## config.mk

```make
export PLATFORM = sky130hd
export DESIGN_NAME = auto_exposure_step
export DESIGN_NICKNAME = d
export VERILOG_FILES = /design/src/hw/rtl/aes_pkg.sv /design/src/hw/rtl/aes_cfg_regs.sv /design/src/hw/rtl/aes_div100.sv /design/src/hw/rtl/auto_exposure_step.sv
export VERILOG_INCLUDE_DIRS = /design/src /design/src/hw/rtl
export SDC_FILE = /design/constraint.sdc
export NUM_CORES = 1
export LEC_CHECK = 0
export BUFFER_PORTS_ARGS = -buffer_cell sky130_fd_sc_hd__clkbuf_2
export CORE_UTILIZATION = 50
export CTS_CLUSTER_DIAMETER = 30
export DETAILED_ROUTE_END_ITERATION = 10
export GPL_ROUTABILITY_DRIVEN = 0
export HOLD_SLACK_MARGIN = 0.03
export PLACE_DENSITY = 0.72
export SYNTH_ARGS = -nofsm -noshare
export SYNTH_HDL_FRONTEND = slang
export SYNTH_SLANG_ARGS = --single-unit
```

## constraint.sdc

```tcl
create_clock -name clk -period 7.45 [get_ports clk]
set_clock_uncertainty 0.05 [all_clocks]
set_input_delay 0.3725 -clock clk [delete_from_list [all_inputs] [get_ports clk]]
set_output_delay 0.3725 -clock clk [all_outputs]
set_load 0.03 [all_outputs]
```

## src/hw/rtl/auto_exposure_step_defines.svh

```systemverilog
// Assertion macros for the auto exposure step block.
// Each macro expects clk and arst_n in the scope where it is used.
`ifndef AUTO_EXPOSURE_STEP_DEFINES_SVH
`define AUTO_EXPOSURE_STEP_DEFINES_SVH

`ifndef SYNTHESIS

// Same-cycle implication
`define AES_ASSERT_IMP(name, ante, cons) \
	name: assert property (@(posedge clk) disable iff (!arst_n) (ante) |-> (cons)) \
		else $error("auto_exposure_step: same-cycle check failed");

// Next-cycle implication
`define AES_ASSERT_NEXT(name, ante, cons) \
	name: assert property (@(posedge clk) disable iff (!arst_n) (ante) |=> (cons)) \
		else $error("auto_exposure_step: next-cycle check failed");

`else

`define AES_ASSERT_IMP(name, ante, cons)
`define AES_ASSERT_NEXT(name, ante, cons)

`endif

`endif

```

## src/hw/rtl/aes_pkg.sv

```systemverilog
`default_nettype none

package aes_pkg;

	// Fixed field widths
	localparam int LUMA_BITS   = 8;
	localparam int RATE_BITS   = 7;
	localparam int FACTOR_BITS = 8;
	localparam int CFG_INDEX_BITS = 3;
	localparam int DIV_PRESHIFT   = 6;

	// Arithmetic constants
	localparam logic [7:0] MID_LEVEL = 8'd128;
	localparam logic [7:0] PCT_FULL  = 8'd100;

	// Reciprocal of 100 scaled by 2^19, rounded up; exact for partial dividends below 25600
	localparam logic [27:0] DIV100_RECIP = 28'd5243;
	localparam int          DIV100_SHIFT = 19;

	// Register reset values
	localparam logic [7:0]  TARGET_RESET    = 8'd128;
	localparam logic [7:0]  DEAD_BAND_RESET = 8'd5;
	localparam logic [6:0]  MAX_RATE_RESET  = 7'd30;
	localparam logic [6:0]  MIN_RATE_RESET  = 7'd2;
	localparam logic [31:0] CEILING_RESET   = 32'h00FF_FFFF;

	// Register indexes on the configuration channel
	typedef enum logic [CFG_INDEX_BITS-1:0] {
		REG_TARGET    = 3'd0,
		REG_CEILING   = 3'd1,
		REG_DEAD_BAND = 3'd2,
		REG_MAX_RATE  = 3'd3,
		REG_MIN_RATE  = 3'd4,
		REG_START     = 3'd5
	} cfg_reg_t;

	// Adjustment direction codes
	typedef enum logic [1:0] {
		DIR_HELD = 2'd0,
		DIR_DOWN = 2'd1,
		DIR_UP   = 2'd2
	} dir_t;

	// Sequencer states
	typedef enum logic [2:0] {
		ST_IDLE,
		ST_RATE,
		ST_CLAMP,
		ST_SCALE,
		ST_DIV_LOAD,
		ST_DIV_RUN,
		ST_FINISH
	} state_t;

	// Fixed-width configuration fields
	typedef struct packed {
		logic [7:0] target;
		logic [7:0] dead_band;
		logic [6:0] max_rate;
		logic [6:0] min_rate;
	} cfg_t;

	// Divider status toward the sequencer
	typedef struct packed {
		logic busy;
		logic done;
	} div_status_t;

endpackage

`default_nettype wire

```

## src/hw/rtl/aes_cfg_regs.sv

```systemverilog
`default_nettype none

module aes_cfg_regs #(
	parameter int EXPOSURE_BITS = 24
) (
	input  wire logic                                clk,
	input  wire logic                                arst_n,
	input  wire logic                                cfg_valid,
	output logic                                     cfg_ready,
	input  wire logic [aes_pkg::CFG_INDEX_BITS-1:0]  cfg_index,
	input  wire logic [EXPOSURE_BITS-1:0]            cfg_data,
	output aes_pkg::cfg_t                            cfg,
	output logic [EXPOSURE_BITS-1:0]                 ceiling,
	output logic                                     start_load,
	output logic [EXPOSURE_BITS-1:0]                 start_value
);

	localparam logic [EXPOSURE_BITS-1:0] CeilReset = EXPOSURE_BITS'(aes_pkg::CEILING_RESET);

	aes_pkg::cfg_t            cfg_q;
	logic [EXPOSURE_BITS-1:0] ceiling_q;
	logic                     wr_en;

	assign cfg_ready   = 1'b1;
	assign wr_en       = cfg_valid & cfg_ready;
	assign cfg         = cfg_q;
	assign ceiling     = ceiling_q;
	assign start_value = cfg_data;

	// Flag a start exposure write so the held value reloads
	always_comb begin
		start_load = 1'b0;
		if (wr_en && (cfg_index == aes_pkg::REG_START)) begin
			start_load = 1'b1;
		end
	end

	// Store register writes, drop unknown indexes
	always_ff @(posedge clk or negedge arst_n) begin
		if (!arst_n) begin
			cfg_q.target    <= aes_pkg::TARGET_RESET;
			cfg_q.dead_band <= aes_pkg::DEAD_BAND_RESET;
			cfg_q.max_rate  <= aes_pkg::MAX_RATE_RESET;
			cfg_q.min_rate  <= aes_pkg::MIN_RATE_RESET;
			ceiling_q       <= CeilReset;
		end else if (wr_en) begin
			case (cfg_index)
				aes_pkg::REG_TARGET:    cfg_q.target    <= cfg_data[7:0];
				aes_pkg::REG_CEILING:   ceiling_q       <= cfg_data;
				aes_pkg::REG_DEAD_BAND: cfg_q.dead_band <= cfg_data[7:0];
				aes_pkg::REG_MAX_RATE:  cfg_q.max_rate  <= cfg_data[6:0];
				aes_pkg::REG_MIN_RATE:  cfg_q.min_rate  <= cfg_data[6:0];
				default: ;
			endcase
		end
	end

endmodule

`default_nettype wire

```

## src/hw/rtl/aes_div100.sv

```systemverilog
`default_nettype none

// Divide by 100 one dividend byte per cycle, each step by reciprocal multiplication
module aes_div100 #(
	parameter int DVD_BITS = 32
) (
	input  wire logic                                      clk,
	input  wire logic                                      arst_n,
	input  wire logic                                      start,
	input  wire logic [DVD_BITS-1:0]                       dividend,
	output aes_pkg::div_status_t                           status,
	output logic [DVD_BITS-aes_pkg::DIV_PRESHIFT-1:0]      quotient
);

	localparam int QuoBits  = DVD_BITS - aes_pkg::DIV_PRESHIFT;
	localparam int Steps    = (DVD_BITS + 7) / 8;
	localparam int PadBits  = Steps * 8;
	localparam int CntBits  = $clog2(Steps + 1);

	logic [6:0]          rem_q;
	logic [PadBits-1:0]  dvd_q;
	logic [PadBits-1:0]  quo_q;
	logic [CntBits-1:0]  cnt_q;
	logic                busy_q;
	logic                done_q;
	logic [14:0]         part;
	logic [27:0]         recip_prod;
	logic [7:0]          qbyte;
	logic [14:0]         back;
	logic [14:0]         rem_wide;
	logic [6:0]          rem_nxt;

	// Remainder and next byte form a partial dividend below 25600
	always_comb begin
		part       = {rem_q, dvd_q[PadBits-1 -: 8]};
		recip_prod = 28'(part) * aes_pkg::DIV100_RECIP;
		qbyte      = recip_prod[aes_pkg::DIV100_SHIFT +: 8];
		back       = 15'(qbyte) * 15'(aes_pkg::PCT_FULL);
		rem_wide   = part - back;
		rem_nxt    = rem_wide[6:0];
	end

	// Shift in one quotient byte per step, most significant first
	always_ff @(posedge clk) begin
		if (start) begin
			rem_q <= '0;
			dvd_q <= PadBits'(dividend);
			quo_q <= '0;
		end else if (busy_q) begin
			rem_q <= rem_nxt;
			dvd_q <= {dvd_q[PadBits-9:0], 8'd0};
			quo_q <= {quo_q[PadBits-9:0], qbyte};
		end
	end

	// Count steps and flag completion
	always_ff @(posedge clk or negedge arst_n) begin
		if (!arst_n) begin
			cnt_q  <= '0;
			busy_q <= 1'b0;
			done_q <= 1'b0;
		end else begin
			done_q <= 1'b0;
			if (start) begin
				cnt_q  <= CntBits'(Steps);
				busy_q <= 1'b1;
			end else if (busy_q) begin
				cnt_q <= cnt_q - CntBits'(1);
				if (cnt_q == CntBits'(1)) begin
					busy_q <= 1'b0;
					done_q <= 1'b1;
				end
			end
		end
	end

	assign status.busy = busy_q;
	assign status.done = done_q;
	assign quotient    = quo_q[QuoBits-1:0];

endmodule

`default_nettype wire

```

## src/hw/rtl/auto_exposure_step.sv

```systemverilog
// Proportional auto exposure step.
// Input stream (s_axis): one request per video frame carrying the frame's mean
// luma. Output stream (m_axis): one result per request with the new exposure,
// the direction of the change and the percentage rate applied.
// Configuration channel (cfg_*): target, ceiling, dead band, rate limits and a
// start exposure; writing the start exposure loads the held exposure. Write it
// only while no request is in flight.
// A request that needs an adjustment passes through RATE, CLAMP, SCALE,
// DIV_LOAD, DIV_RUN and FINISH before its result enters the output register:
// one shared multiplier forms the rate span and then the scaled exposure, and
// the divide by 100 retires one byte of the product per cycle.
// A request inside the dead band goes from acceptance straight to FINISH and
// enters the output register once that register is free. s_axis_tready is high
// only while the sequencer is idle, which it is again as each result is
// registered, so a new request is accepted only after the last one finishes.
// The finished result sits in an output register; if the receiver stalls, the
// block may accept the next request and hold it at its last step until the
// register frees. The held exposure updates when a result enters the register.
// Reset restores the configuration registers to their defaults, the held
// exposure to 1, and empties the output register.
`default_nettype none

`include "auto_exposure_step_defines.svh"

module auto_exposure_step #(
	parameter int EXPOSURE_BITS = 24
) (
	input  wire logic                                clk,
	input  wire logic                                arst_n,
	input  wire logic                                s_axis_tvalid,
	output logic                                     s_axis_tready,
	// [7:0] mean_luma
	input  wire logic [7:0]                          s_axis_tdata,
	output logic                                     m_axis_tvalid,
	input  wire logic                                m_axis_tready,
	// [EXPOSURE_BITS-1:0] exposure_value, then adjust_dir (2), applied_rate (7)
	output logic [((EXPOSURE_BITS+9+7)/8)*8-1:0]     m_axis_tdata,
	input  wire logic                                cfg_valid,
	output logic                                     cfg_ready,
	input  wire logic [aes_pkg::CFG_INDEX_BITS-1:0]  cfg_index,
	input  wire logic [EXPOSURE_BITS-1:0]            cfg_data
);

	localparam int ProdBits = EXPOSURE_BITS + 8;
	localparam int QuoBits  = ProdBits - aes_pkg::DIV_PRESHIFT;
	localparam int OutBits  = ((EXPOSURE_BITS + 9 + 7) / 8) * 8;

	aes_pkg::state_t          state_q;
	aes_pkg::state_t          state_nxt;
	aes_pkg::cfg_t            cfg;
	aes_pkg::div_status_t     div_status;
	logic [EXPOSURE_BITS-1:0] ceiling;
	logic                     start_load;
	logic [EXPOSURE_BITS-1:0] start_value;

	logic [EXPOSURE_BITS-1:0] held_q;
	logic [7:0]               abs_err_q;
	logic                     over_q;
	logic                     adjust_q;
	logic [6:0]               rate_q;
	logic [7:0]               factor_q;
	logic [ProdBits-1:0]      mul_q;
	logic [QuoBits-1:0]       quotient;

	logic                     out_valid_q;
	logic [EXPOSURE_BITS-1:0] out_exp_q;
	logic [1:0]               out_dir_q;
	logic [6:0]               out_rate_q;

	logic                     in_fire;
	logic                     out_free;
	logic                     mul_en;
	logic                     div_start;
	logic                     finish_fire;

	logic [7:0]               target;
	logic                     over_in;
	logic [7:0]               abs_err_in;
	logic                     adjust_in;
	logic                     span_neg;
	logic [6:0]               span_mag;
	logic [EXPOSURE_BITS-1:0] mul_a;
	logic [7:0]               mul_b;
	logic signed [9:0]        rate_raw;
	logic signed [9:0]        rate_hi;
	logic signed [9:0]        rate_lo;
	logic [6:0]               rate_c;
	logic [7:0]               factor_c;
	logic [QuoBits-1:0]       val;
	logic [QuoBits-1:0]       ceil_eff;
	logic [EXPOSURE_BITS-1:0] result;

	aes_cfg_regs #(
		.EXPOSURE_BITS(EXPOSURE_BITS)
	) u_cfg (
		.clk        (clk),
		.arst_n     (arst_n),
		.cfg_valid  (cfg_valid),
		.cfg_ready  (cfg_ready),
		.cfg_index  (cfg_index),
		.cfg_data   (cfg_data),
		.cfg        (cfg),
		.ceiling    (ceiling),
		.start_load (start_load),
		.start_value(start_value)
	);

	aes_div100 #(
		.DVD_BITS(ProdBits)
	) u_div (
		.clk     (clk),
		.arst_n  (arst_n),
		.start   (div_start),
		.dividend(mul_q),
		.status  (div_status),
		.quotient(quotient)
	);

	// Error against the target, zero target meaning mid level
	always_comb begin
		target     = (cfg.target == '0) ? aes_pkg::MID_LEVEL : cfg.target;
		over_in    = (s_axis_tdata > target);
		abs_err_in = over_in ? (s_axis_tdata - target) : (target - s_axis_tdata);
		adjust_in  = (abs_err_in > cfg.dead_band);
	end

	// Rate span between the limits, may be negative
	always_comb begin
		span_neg = (cfg.min_rate > cfg.max_rate);
		span_mag = span_neg ? (cfg.min_rate - cfg.max_rate) : (cfg.max_rate - cfg.min_rate);
	end

	// Shared multiplier operand select
	always_comb begin
		if (state_q == aes_pkg::ST_SCALE) begin
			mul_a = held_q;
			mul_b = factor_q;
		end else begin
			mul_a = EXPOSURE_BITS'(span_mag);
			mul_b = abs_err_q;
		end
	end

	// Rate from the registered span product, then clamp to max and then min
	always_comb begin
		rate_raw = span_neg
			? ($signed({3'b000, cfg.min_rate}) - $signed({2'b00, mul_q[14:7]}))
			: ($signed({3'b000, cfg.min_rate}) + $signed({2'b00, mul_q[14:7]}));
		rate_hi  = (rate_raw > $signed({3'b000, cfg.max_rate}))
			? $signed({3'b000, cfg.max_rate}) : rate_raw;
		rate_lo  = (rate_hi < $signed({3'b000, cfg.min_rate}))
			? $signed({3'b000, cfg.min_rate}) : rate_hi;
		rate_c   = rate_lo[6:0];
		if (over_q) begin
			factor_c = (rate_c >= aes_pkg::PCT_FULL[6:0])
				? 8'd0 : (aes_pkg::PCT_FULL - {1'b0, rate_c});
		end else begin
			factor_c = aes_pkg::PCT_FULL + {1'b0, rate_c};
		end
	end

	// Final clamp into 1..ceiling
	always_comb begin
		val      = adjust_q ? quotient : QuoBits'(held_q);
		ceil_eff = (ceiling == '0) ? QuoBits'(1) : QuoBits'(ceiling);
		if (val == '0) begin
			val = QuoBits'(1);
		end
		if (val > ceil_eff) begin
			val = ceil_eff;
		end
		result = val[EXPOSURE_BITS-1:0];
	end

	// Next state
	always_comb begin
		state_nxt = state_q;
		case (state_q)
			aes_pkg::ST_IDLE: begin
				if (s_axis_tvalid) begin
					state_nxt = adjust_in ? aes_pkg::ST_RATE : aes_pkg::ST_FINISH;
				end
			end
			aes_pkg::ST_RATE:     state_nxt = aes_pkg::ST_CLAMP;
			aes_pkg::ST_CLAMP:    state_nxt = aes_pkg::ST_SCALE;
			aes_pkg::ST_SCALE:    state_nxt = aes_pkg::ST_DIV_LOAD;
			aes_pkg::ST_DIV_LOAD: state_nxt = aes_pkg::ST_DIV_RUN;
			aes_pkg::ST_DIV_RUN: begin
				if (div_status.done) begin
					state_nxt = aes_pkg::ST_FINISH;
				end
			end
			aes_pkg::ST_FINISH: begin
				if (out_free) begin
					state_nxt = aes_pkg::ST_IDLE;
				end
			end
			default: state_nxt = aes_pkg::ST_IDLE;
		endcase
	end

	// Sequencer outputs
	always_comb begin
		s_axis_tready = (state_q == aes_pkg::ST_IDLE);
		mul_en        = (state_q == aes_pkg::ST_RATE) || (state_q == aes_pkg::ST_SCALE);
		div_start     = (state_q == aes_pkg::ST_DIV_LOAD);
		out_free      = !out_valid_q || m_axis_tready;
		finish_fire   = (state_q == aes_pkg::ST_FINISH) && out_free;
		in_fire       = s_axis_tvalid && s_axis_tready;
	end

	always_ff @(posedge clk or negedge arst_n) begin
		if (!arst_n) begin
			state_q <= aes_pkg::ST_IDLE;
		end else begin
			state_q <= state_nxt;
		end
	end

	// Capture the request and the working values
	always_ff @(posedge clk) begin
		if (in_fire) begin
			abs_err_q <= abs_err_in;
			over_q    <= over_in;
			adjust_q  <= adjust_in;
		end
		if (mul_en) begin
			mul_q <= {8'd0, mul_a} * {{EXPOSURE_BITS{1'b0}}, mul_b};
		end
		if (state_q == aes_pkg::ST_CLAMP) begin
			rate_q   <= rate_c;
			factor_q <= factor_c;
		end
	end

	// Held exposure: reload on a start write, advance on each result
	always_ff @(posedge clk or negedge arst_n) begin
		if (!arst_n) begin
			held_q <= EXPOSURE_BITS'(1);
		end else if (start_load) begin
			held_q <= start_value;
		end else if (finish_fire) begin
			held_q <= result;
		end
	end

	// Output register
	always_ff @(posedge clk or negedge arst_n) begin
		if (!arst_n) begin
			out_valid_q <= 1'b0;
		end else if (finish_fire) begin
			out_valid_q <= 1'b1;
		end else if (m_axis_tready) begin
			out_valid_q <= 1'b0;
		end
	end

	always_ff @(posedge clk) begin
		if (finish_fire) begin
			out_exp_q <= result;
			if (adjust_q) begin
				out_dir_q  <= over_q ? aes_pkg::DIR_DOWN : aes_pkg::DIR_UP;
				out_rate_q <= rate_q;
			end else begin
				out_dir_q  <= aes_pkg::DIR_HELD;
				out_rate_q <= '0;
			end
		end
	end

	assign m_axis_tvalid = out_valid_q;
	assign m_axis_tdata  = OutBits'({out_rate_q, out_dir_q, out_exp_q});

	`AES_ASSERT_IMP(a_exp_nonzero, m_axis_tvalid, out_exp_q != '0)
	`AES_ASSERT_IMP(a_held_no_rate, m_axis_tvalid && (out_dir_q == aes_pkg::DIR_HELD), out_rate_q == '0)
	`AES_ASSERT_NEXT(a_busy_after_accept, in_fire, !s_axis_tready)
	`AES_ASSERT_IMP(a_div_in_run, div_status.busy, state_q == aes_pkg::ST_DIV_RUN)

endmodule

`default_nettype wire
```

# Yosys cells after proc, flatten, opt, wreduce, memory -nomap -nowiden
# Index checks and enable logic that the tools add are counted.
[totals]
reg_bits = 242
output_inout_bits = 43
wordCells = 113
[classes]
addsub = 10
multipliers = 3
n_lt_le_gt_ge = 7
eq_ne = 15
muxes = 35
reduce_logical = 20
[op_table]
columns = ["operator", "count"]
rows = [
  ["24-bit 2-to-1 mux", 5],
  ["32-bit 2-to-1 mux", 2],
  ["26-bit 2-to-1 mux", 2],
  ["8-bit 2-to-1 mux", 5],
  ["24-bit by 8-bit multiplier with 32-bit output", 1],
  ["15-bit by 13-bit multiplier with 27-bit output (second input constant)", 1],
  ["26-bit by 24-bit > comparator with 1-bit output", 1],
  ["26-bit logical NOT", 1],
  ["24-bit logical NOT", 1],
  ["3-bit one-hot mux with 7 select lines", 1],
  ["7-bit subtractor", 3],
  ["10-bit 2-to-1 mux", 2],
  ["3-bit 2-to-1 mux", 6],
  ["8-bit > comparator", 2],
  ["8-bit subtractor", 2],
  ["3-bit == test (second input constant)", 5],
  ["7-bit 2-to-1 mux", 2],
  ["3-bit by 2-bit == test with 1-bit output (second input constant)", 4],
  ["10-bit by 8-bit > comparator with 1-bit output", 1],
  ["10-bit by 8-bit less-than comparator with 1-bit output", 1],
  ["2-bit AND reduction", 5],
  ["7-bit by 8-bit adder with 9-bit output", 1],
  ["3-bit by 1-bit == test with 1-bit output (second input constant)", 3],
  ["1-bit 2-to-1 mux", 9],
  ["17 further kinds", 24],
]

# Longest topological paths before layout
# Gate-level depths: netlist of the first run.
[logic_depth]
depth_word = 9
depth_mapped = 37
mapped_depth_nobuf = 35

# By module
# From an unflattened synthesis of the first run, not the netlist that was laid out.
[hier_totals]
hier_cells = 2346
hier_area_um2 = 23722.8
[modules_own_cells]
columns = ["module", "instances", "cells_per_inst", "area_per_inst_um2", "seq_area_each_um2"]
rows = [
  ["auto_exposure_step", 1, 1630, 14919.3, 3404.5],
  ["aes_div100", 1, 571, 6418.7, 1746.7],
  ["aes_cfg_regs", 1, 145, 2384.8, 1391.3],
]

# Worst setup path before layout of the first run
# OpenSTA, ideal clock, no wires.
[synth_path]
kind = "register -> register"
start = "reg u_cfg.cfg_q (netlist bit u_cfg.cfg[1])"
end = "reg mul_q[30] (data pin)"
t_arrival_ps = 7431
t_required_ps = 7142
setup_slack_ps = -289
stages_incl_launch_ff = 33
path_buffers = 2
period_less_slack_ps = 7739
cell_sequence = "dfstp_2 inv_1 ha_1 nand3b_1 a21oi_1 o22a_1 buf_2 buf_2 mux2i_1 o21ai_0 a21boi_0 o21ai_0 a221oi_1 xor2_1 o21ai_0 nand2_1 fa_1 inv_1 fa_1 fa_1 fa_1 ha_1 o21a_1 o211ai_1 nand2_1 nand4_1 o21bai_1 o41a_1 a41oi_1 a21oi_1 a21o_1 a21oi_1 xnor2_1"
[synth_between]
elab_chain_len = 4
word_cells_on_any_way = 6
classes_between = "add/sub (2); mul (1); order compare (1); mux (2)"
[synth_rtl]
columns = ["element", "line", "source"]
rows = [
  ["from (decl)", "aes_cfg_regs.sv:20", "aes_pkg::cfg_t cfg_q;"],
  ["7-bit subtractor or 7-bit > comparator (tied branches)", "auto_exposure_step.sv:130, auto_exposure_step.sv:129", ""],
  ["7-bit 2-to-1 mux *", "auto_exposure_step.sv:130", "span_mag = span_neg ? (cfg.min_rate - cfg.max_rate) : (cfg.max_rate - cfg.min_rate);"],
  ["24-bit 2-to-1 mux *", "auto_exposure_step.sv:135", "if (state_q == aes_pkg::ST_SCALE) begin"],
  ["24-bit by 8-bit multiplier with 32-bit output *", "auto_exposure_step.sv:228", "mul_q <= {8'd0, mul_a} * {{EXPOSURE_BITS{1'b0}}, mul_b};"],
  ["to (signal assigned)", "auto_exposure_step.sv:228", ""],
  ["to (decl)", "auto_exposure_step.sv:62", "logic [ProdBits-1:0] mul_q;"],
]
# Mark *: on every way between the ends. The rest lies on a longest branch, timed or not.
# A chain may end at the register's enable or synchronous reset.

# Final worst setup path of the first run
[layout_path]
start = "reg u_cfg.cfg_q (netlist bit u_cfg.cfg[12])"
end = "reg mul_q[30] (data pin)"
# The elaborated chain is that of the path after synthesis.

==> results.md, run 1 <==
- Critical Path Max Stage Delay: 0.56 ns
- Core area: 0.0443 mm2
- Crit path from: u_cfg.cfg[12]$_DFFE_PN0P_
- Synthesized cell area: 0.0225 mm2
- Routed vias/inst: 5.55
- DRT Wirelength: 58.3 mm
- Bufs on Longest Clock Path: 3
- Most instantiated cells after synthesis: inv_1, nand2_1, ha_1, fa_1, edfxtp_1
- Die ar.: 0.0458 mm2
- Antenna diodes: 0
- Flops & latches, synth: 242
- CP max FO: 6
- Hold_ws: 0.0515 ns
- Failing checks: setup timing
- Hold Crit Depth: 3
- Storage element area: 0.00654 mm2
- Worst skew pair latency: 0.56 ns
- Num rows: 77
- Worst-Margin Slew: 1.10 ns
- Worst flop-to-flop path startpoint: u_cfg.cfg[12]$_DFFE_PN0P_
- Number of max-cap violations: 0
- Gr usage total: 25.5%
- Hold Startpoint: cfg_data[7]
- Number of global-route vias before repair: 18247
- Fin crit share: 101%
- Worst min-delay path class: input pin to flip-flop
- DRC viols: 0
- Root Driver: clkbuf_16
- Min Tclk post-route: 7.54 ns
- Initial antenna violation count: 0
- Hold Path Sink: u_cfg.ceiling[7]$_DFFE_PN1P_
- Inserted Clock Buffers: 46
- CTS tree: built
- Area used by multi-input combinational logic: 0.0147 mm2
- Worst R2R End: mul_q[30]$_DFFE_PP_
- CTS H-Tree Depth: 2
- Most used DFF post-synth: edfxtp_1
- Sequential area share after synthesis: 29.1%
- Most common cell in the synthesized netlist: inv_1
- PnR worst setup slack: -0.0881 ns
- R2r setup slk: -0.09 ns
- GRT overflow: 0
- Die H: 214 um
- Reg clk slew, reported paths: 0.05 ns
- DPL Wire Length: 43.8 mm
- Kind of critical path: flip-flop to flip-flop
- Ys Warns: 0
- Fmax: 133 MHz
- Area grow syn2layout: 17.8%
- Status: finished, violations left
- Final slew viol count: 0
- Critical Path End Type: flip-flop
- Drt wl/cell: 18.8 um
- Layout cells sized above 1: 19.2%
- Crit path launch type: flip-flop
- Ranking of synthesized cells by area: fa_1, edfxtp_1, ha_1, dfrtp_1, inv_1
- Largest net degree at the start of global routing: 56
- I/O Buffers: 74
- # IOs: 83
- Vias: 17242
- Setup TNS: -0.0881 ns
- Avg Inst Size Synth: 9.73 um2
- Final setup violation count: 1
- Worst slack at placement: -0.223 ns
- Post-synth EDFFs: 122
- DR pass1 iterations: 5
- Post-synth top area share: 18.4%
- Worst-case reg-to-reg path depth: 29
- RSZ-0062 raised after global routing: yes
- First-pass GRT wire length: 94.2 mm
- Asr flop ratio synth: 36.0%
- Hold Vio Cnt, Final: 0
- Post-layout nets: 2969
- CP Data Required Time: 7.69 ns
- Synth area leader: fa_1
- Detail Route Antenna Nets: 0
- Fill count: 3556
- Horiz. Die Dim: 214 um
- Worst path slowest cell: fa_1
- Arr. time, crit path: 7.78 ns
- Iter 0 DRT Violations: 1232
- Slew Limit Headroom: 26.5%
- Initial Util: 50.7%
- Mapped Cells: 2309
- Clk sinks: 242
- Synth cell types: 75
- CP most frequent cell: fa_1
metrics by stage:
stage,area [um2],cells,utilization [%]
after CTS,25800,3076,58.3
after floorplan,22500,2315,-
after global routing,26500,3104,59.7
final,26500,3104,59.7
after global placement,23900,2972,53.9
after detailed placement,23900,2972,53.9
kinds of logic (layout without fill, tap and decap cells):
| family | after synthesis | in the layout | share of synthesized area (%) |
|---|---|---|---|
| multiplexers | 115 | 115 | 5.52 |
| flip-flops | 242 | 242 | 29.1 |
| adder cells (fa/ha/maj) | 454 | 454 | 32.2 |
| buffers and inverters | 452 | 649 | 7.76 |
| XOR/XNOR | 68 | 68 | 2.65 |
| other | 2 | 8 | 0.0334 |
| AND/OR/NAND/NOR | 655 | 655 | 13.4 |
| AO/OA/AOI/OAI | 321 | 321 | 9.34 |
layout make-up:
cell class / instances / share of cell area [%]
well taps: 592 / 2.80
multi-input cells: 1621 / 55.5
flip-flops and latches: 242 / 24.7
repair buffers: 213 / 5.66
clock buffers: 55 / 4.71
clock inverters: 30 / 1.63
inverters: 351 / 4.98
cells in the final DEF (no fill, tap or decap), types with 48 or more instances in the layout:
master and instances:
a21oi_1 54, o21ai_0 96, nand2_1 300, buf_4 117
fa_1 202, clkbuf_2 73, edfxtp_1 122, inv_1 342
and3_1 67, nor2_1 114, clkbuf_16 48, mux2_2 63
ha_1 231, dfrtp_1 53
critical path, delay by kind of cell, from the launching register on:
| kind | cells | cell delay, ns |
|---|---|---|
| multiplexers | 1 | 0.30 |
| XOR/XNOR | 2 | 0.35 |
| AND/OR/NAND/NOR | 2 | 0.27 |
| AO/OA/AOI/OAI | 17 | 3.25 |
| adder cells (fa/ha/maj) | 6 | 2.51 |
| buffers and inverters | 1 | 0.11 |
| flip-flops | 1 | 0.44 |
sequential cells by signal, summed over array words and instances, names as in the netlist:
name / cells
m_axis_tvalid: 1
u_cfg.cfg: 30
out_rate_q: 7
rate_q: 7
over_q: 1
held_q: 24
u_div.done_q: 1
u_div.quo_q: 26
abs_err_q: 8
u_div.dvd_q: 32
adjust_q: 1
u_div.cnt_q: 3
factor_q: 8
mul_q: 32
u_cfg.ceiling: 24
out_exp_q: 24
out_dir_q: 2
state_q: 3
u_div.rem_q: 7
u_div.busy_q: 1
per-layer routing:
layer | global-route usage, % | share of wire [%] | vias up
met3 | 2.93 | 6.1 | 156
met4 | 11.1 | 4.3 | 0
met1 | 32.5 | 41 | 8481
met5 | 0 | 0 | -
met2 | 43.9 | 49 | 617
li1 | - | - | 7988
how the worst max path moves through the flow:
stage                            endpoint  slack (ns)
global placement      mul_q[30]$_DFFE_PP_       0.007
finish                mul_q[30]$_DFFE_PP_       -0.09
floorplan             mul_q[30]$_DFFE_PP_        0.01
detailed placement  factor_q[2]$_DFFE_PP_       -0.22
CTS                   mul_q[30]$_DFFE_PP_        0.01
global route          mul_q[30]$_DFFE_PP_       -0.32
what timing repair did:
action                                 in CTS  in global routing
endpoints found under the hold margin      41                  0
setup buffers                               2                 27
hold buffers                               17                  0
setup endpoints to repair                  12                 19
pin swaps                                   5                 67
gates resized for setup                    14                 83
gates cloned                                0                  2
Power of run 1 is not shown: default switching activity piles up to over one toggle a cycle in this logic, so the estimate is an artifact.
==> run 2, diff against run 1 <==
--- a/config.mk
+++ b/config.mk
@@ -11,8 +11,9 @@
 export CTS_CLUSTER_DIAMETER = 30
 export DETAILED_ROUTE_END_ITERATION = 10
 export GPL_ROUTABILITY_DRIVEN = 0
+export GPL_TIMING_DRIVEN = 0
 export HOLD_SLACK_MARGIN = 0.03
-export PLACE_DENSITY = 0.72
+export PLACE_DENSITY = 0.7
 export SYNTH_ARGS = -nofsm -noshare
 export SYNTH_HDL_FRONTEND = slang
 export SYNTH_SLANG_ARGS = --single-unit
==> constraint.sdc (replaced) <==
create_clock -name clk -period 7.1 [get_ports clk]
set_clock_uncertainty 0.05 [all_clocks]
set_input_delay 0.355 -clock clk [delete_from_list [all_inputs] [get_ports clk]]
set_output_delay 0.355 -clock clk [all_outputs]
set_load 0.03 [all_outputs]
==> results.md, run 2 (synthesized netlist as in run 1, its figures left out) <==
- Status: finished, violations left
- Failing checks: setup timing
- Arr. time, crit path: 8.01 ns
- Inserted Clock Buffers: 49
- DRT Wirelength: 63.6 mm
- Initial Util: 50.7%
- Number of max-cap violations: 0
- CP max FO: 8
- Core area: 0.0443 mm2
- CTS tree: built
- Area grow syn2layout: 21.3%
- Worst min-delay path class: input pin to flip-flop
- Slew Limit Headroom: 27.0%
- Setup TNS: -6.13 ns
- Drt wl/cell: 19.9 um
- CTS H-Tree Depth: 2
- DPL Wire Length: 45.4 mm
- Util after Layout: 61.5%
- Layout cells sized above 1: 20.9%
- Horiz. Die Dim: 214 um
- Largest net degree at the start of global routing: 51
- Hold Crit Depth: 3
- Hold Vio Cnt, Final: 0
- Root Driver: clkbuf_16
- Final setup violation count: 16
- CP Data Required Time: 7.37 ns
- Crit path launch type: flip-flop
- Routed vias/inst: 5.68
- Initial antenna violation count: 0
- Worst skew pair latency: 0.58 ns
- Min Tclk post-route: 7.74 ns
- Clk sinks: 242
- Worst path slowest cell: dfstp_2
- DR pass1 iterations: 8
- Detail Route Antenna Nets: 0
- Vias: 18208
- RSZ-0062 raised after global routing: yes
- Die H: 214 um
- Reg clk slew, reported paths: 0.05 ns
- Critical Path End Type: flip-flop
- Worst-case reg-to-reg path depth: 35
- Most common cell after layout, fill and taps aside: inv_1
- DRC viols: 0
- Number of global-route vias before repair: 18925
- Bufs on Longest Clock Path: 3
- Num rows: 77
- CP most frequent cell: ha_4
- # IOs: 83
- Final slew viol count: 0
- First-pass GRT wire length: 99.1 mm
- PnR worst setup slack: -0.638 ns
- Most frequent cells in the layout: inv_1, nand2_1, ha_1, fa_1, edfxtp_1
- Gr usage total: 27.2%
- Die ar.: 0.0458 mm2
- Critical Path Max Stage Delay: 0.60 ns
- Post-layout nets: 3064
- I/O Buffers: 74
- Iter 0 DRT Violations: 1394
- Fmax: 129 MHz
- Fin crit share: 109%
- Kind of critical path: flip-flop to flip-flop
- Worst-Margin Slew: 1.08 ns
- GRT overflow: 0
- Antenna diodes: 0
[run 2: cell count changes in the layout (fill, tap and decap cells not counted), moves of 6 or more]
cell	change
a21oi_1	-8
bufinv_16	-7
o21ai_0	-9
inv_1	-8
clkinv_4	+6
clkbuf_1	+76
ha_1	-7
buf_1	+12
buf_4	-8
a21oi_2	+6
buf_6	+6
[run 2: final cells by class]
cell class	instances	area (um2)
flip-flops and latches	242	6550
clock buffers	61	1370
clock inverters	31	313
repair buffers	205	1500
plain buffers	100	444
fillers	3498	17100
inverters	351	1330
multi-input cells	1621	15000
well taps	592	741
[run 2: final timing paths]
kind	slack, ns	from	endpoint
max	-0.64	u_cfg.cfg[10]$_DFFE_PN1P_	factor_q[2]$_DFFE_PP_
min	0.08	cfg_data[3]	u_cfg.ceiling[3]$_DFFE_PN1P_
max reg2reg	-0.64	u_cfg.cfg[10]$_DFFE_PN1P_	factor_q[2]$_DFFE_PP_
min reg2reg	0.44	u_div.done_q$_DFF_PN0_	state_q[0]$_DFFE_PN0P_
max in group asynchronous	5.95	arst_n	u_cfg.cfg[1]$_DFFE_PN1P_
min in group asynchronous	0.30	arst_n	held_q[18]$_DFFE_PN0P_
[run 2: critical path: cells and delay by family (launching register included)]
family          cells  cell delay (ns)
fa+ha+maj           4             0.81
flops               1             0.60
compound gates     15             3.09
xor+xnor            1             0.24
mux                 4             1.16
simple gates        6             0.93
buf+inv             5             0.60
[run 2: repair_timing]
action                                  in CTS  in global routing
resized for setup                           95                 91
pin swaps                                   52                 80
endpoints found under the hold margin       41                  0
hold buffers                                18                  0
setup buffers                               82                 30
endpoints found under the setup margin      32                 26
[run 2: through the flow]
step | hold WS [ns] | area (um2) | cells | setup slack [ns]
after floorplan | 0.00941 | 22600 | 2315 | -0.0256
after detailed placement | 0.370 | 23800 | 2984 | -1.18
after global placement | 0.421 | 23700 | 2981 | -1.04
final | 0.0759 | 27300 | 3203 | -0.638
after CTS | 0.0648 | 26600 | 3175 | -0.372
after global routing | 0.0663 | 27300 | 3203 | -0.813
[run 2: routing by layer]
| layer | up-vias | global-route usage (%) | part of all wire, % |
|---|---|---|---|
| li1 | 8170 | - | - |
| met1 | 8951 | 33.5 | 39 |
| met2 | 822 | 46.9 | 49 |
| met3 | 265 | 3.72 | 6.9 |
| met4 | 0 | 13.1 | 5.4 |
| met5 | - | 0 | 0 |
Power of run 2 is left out for the same reason.
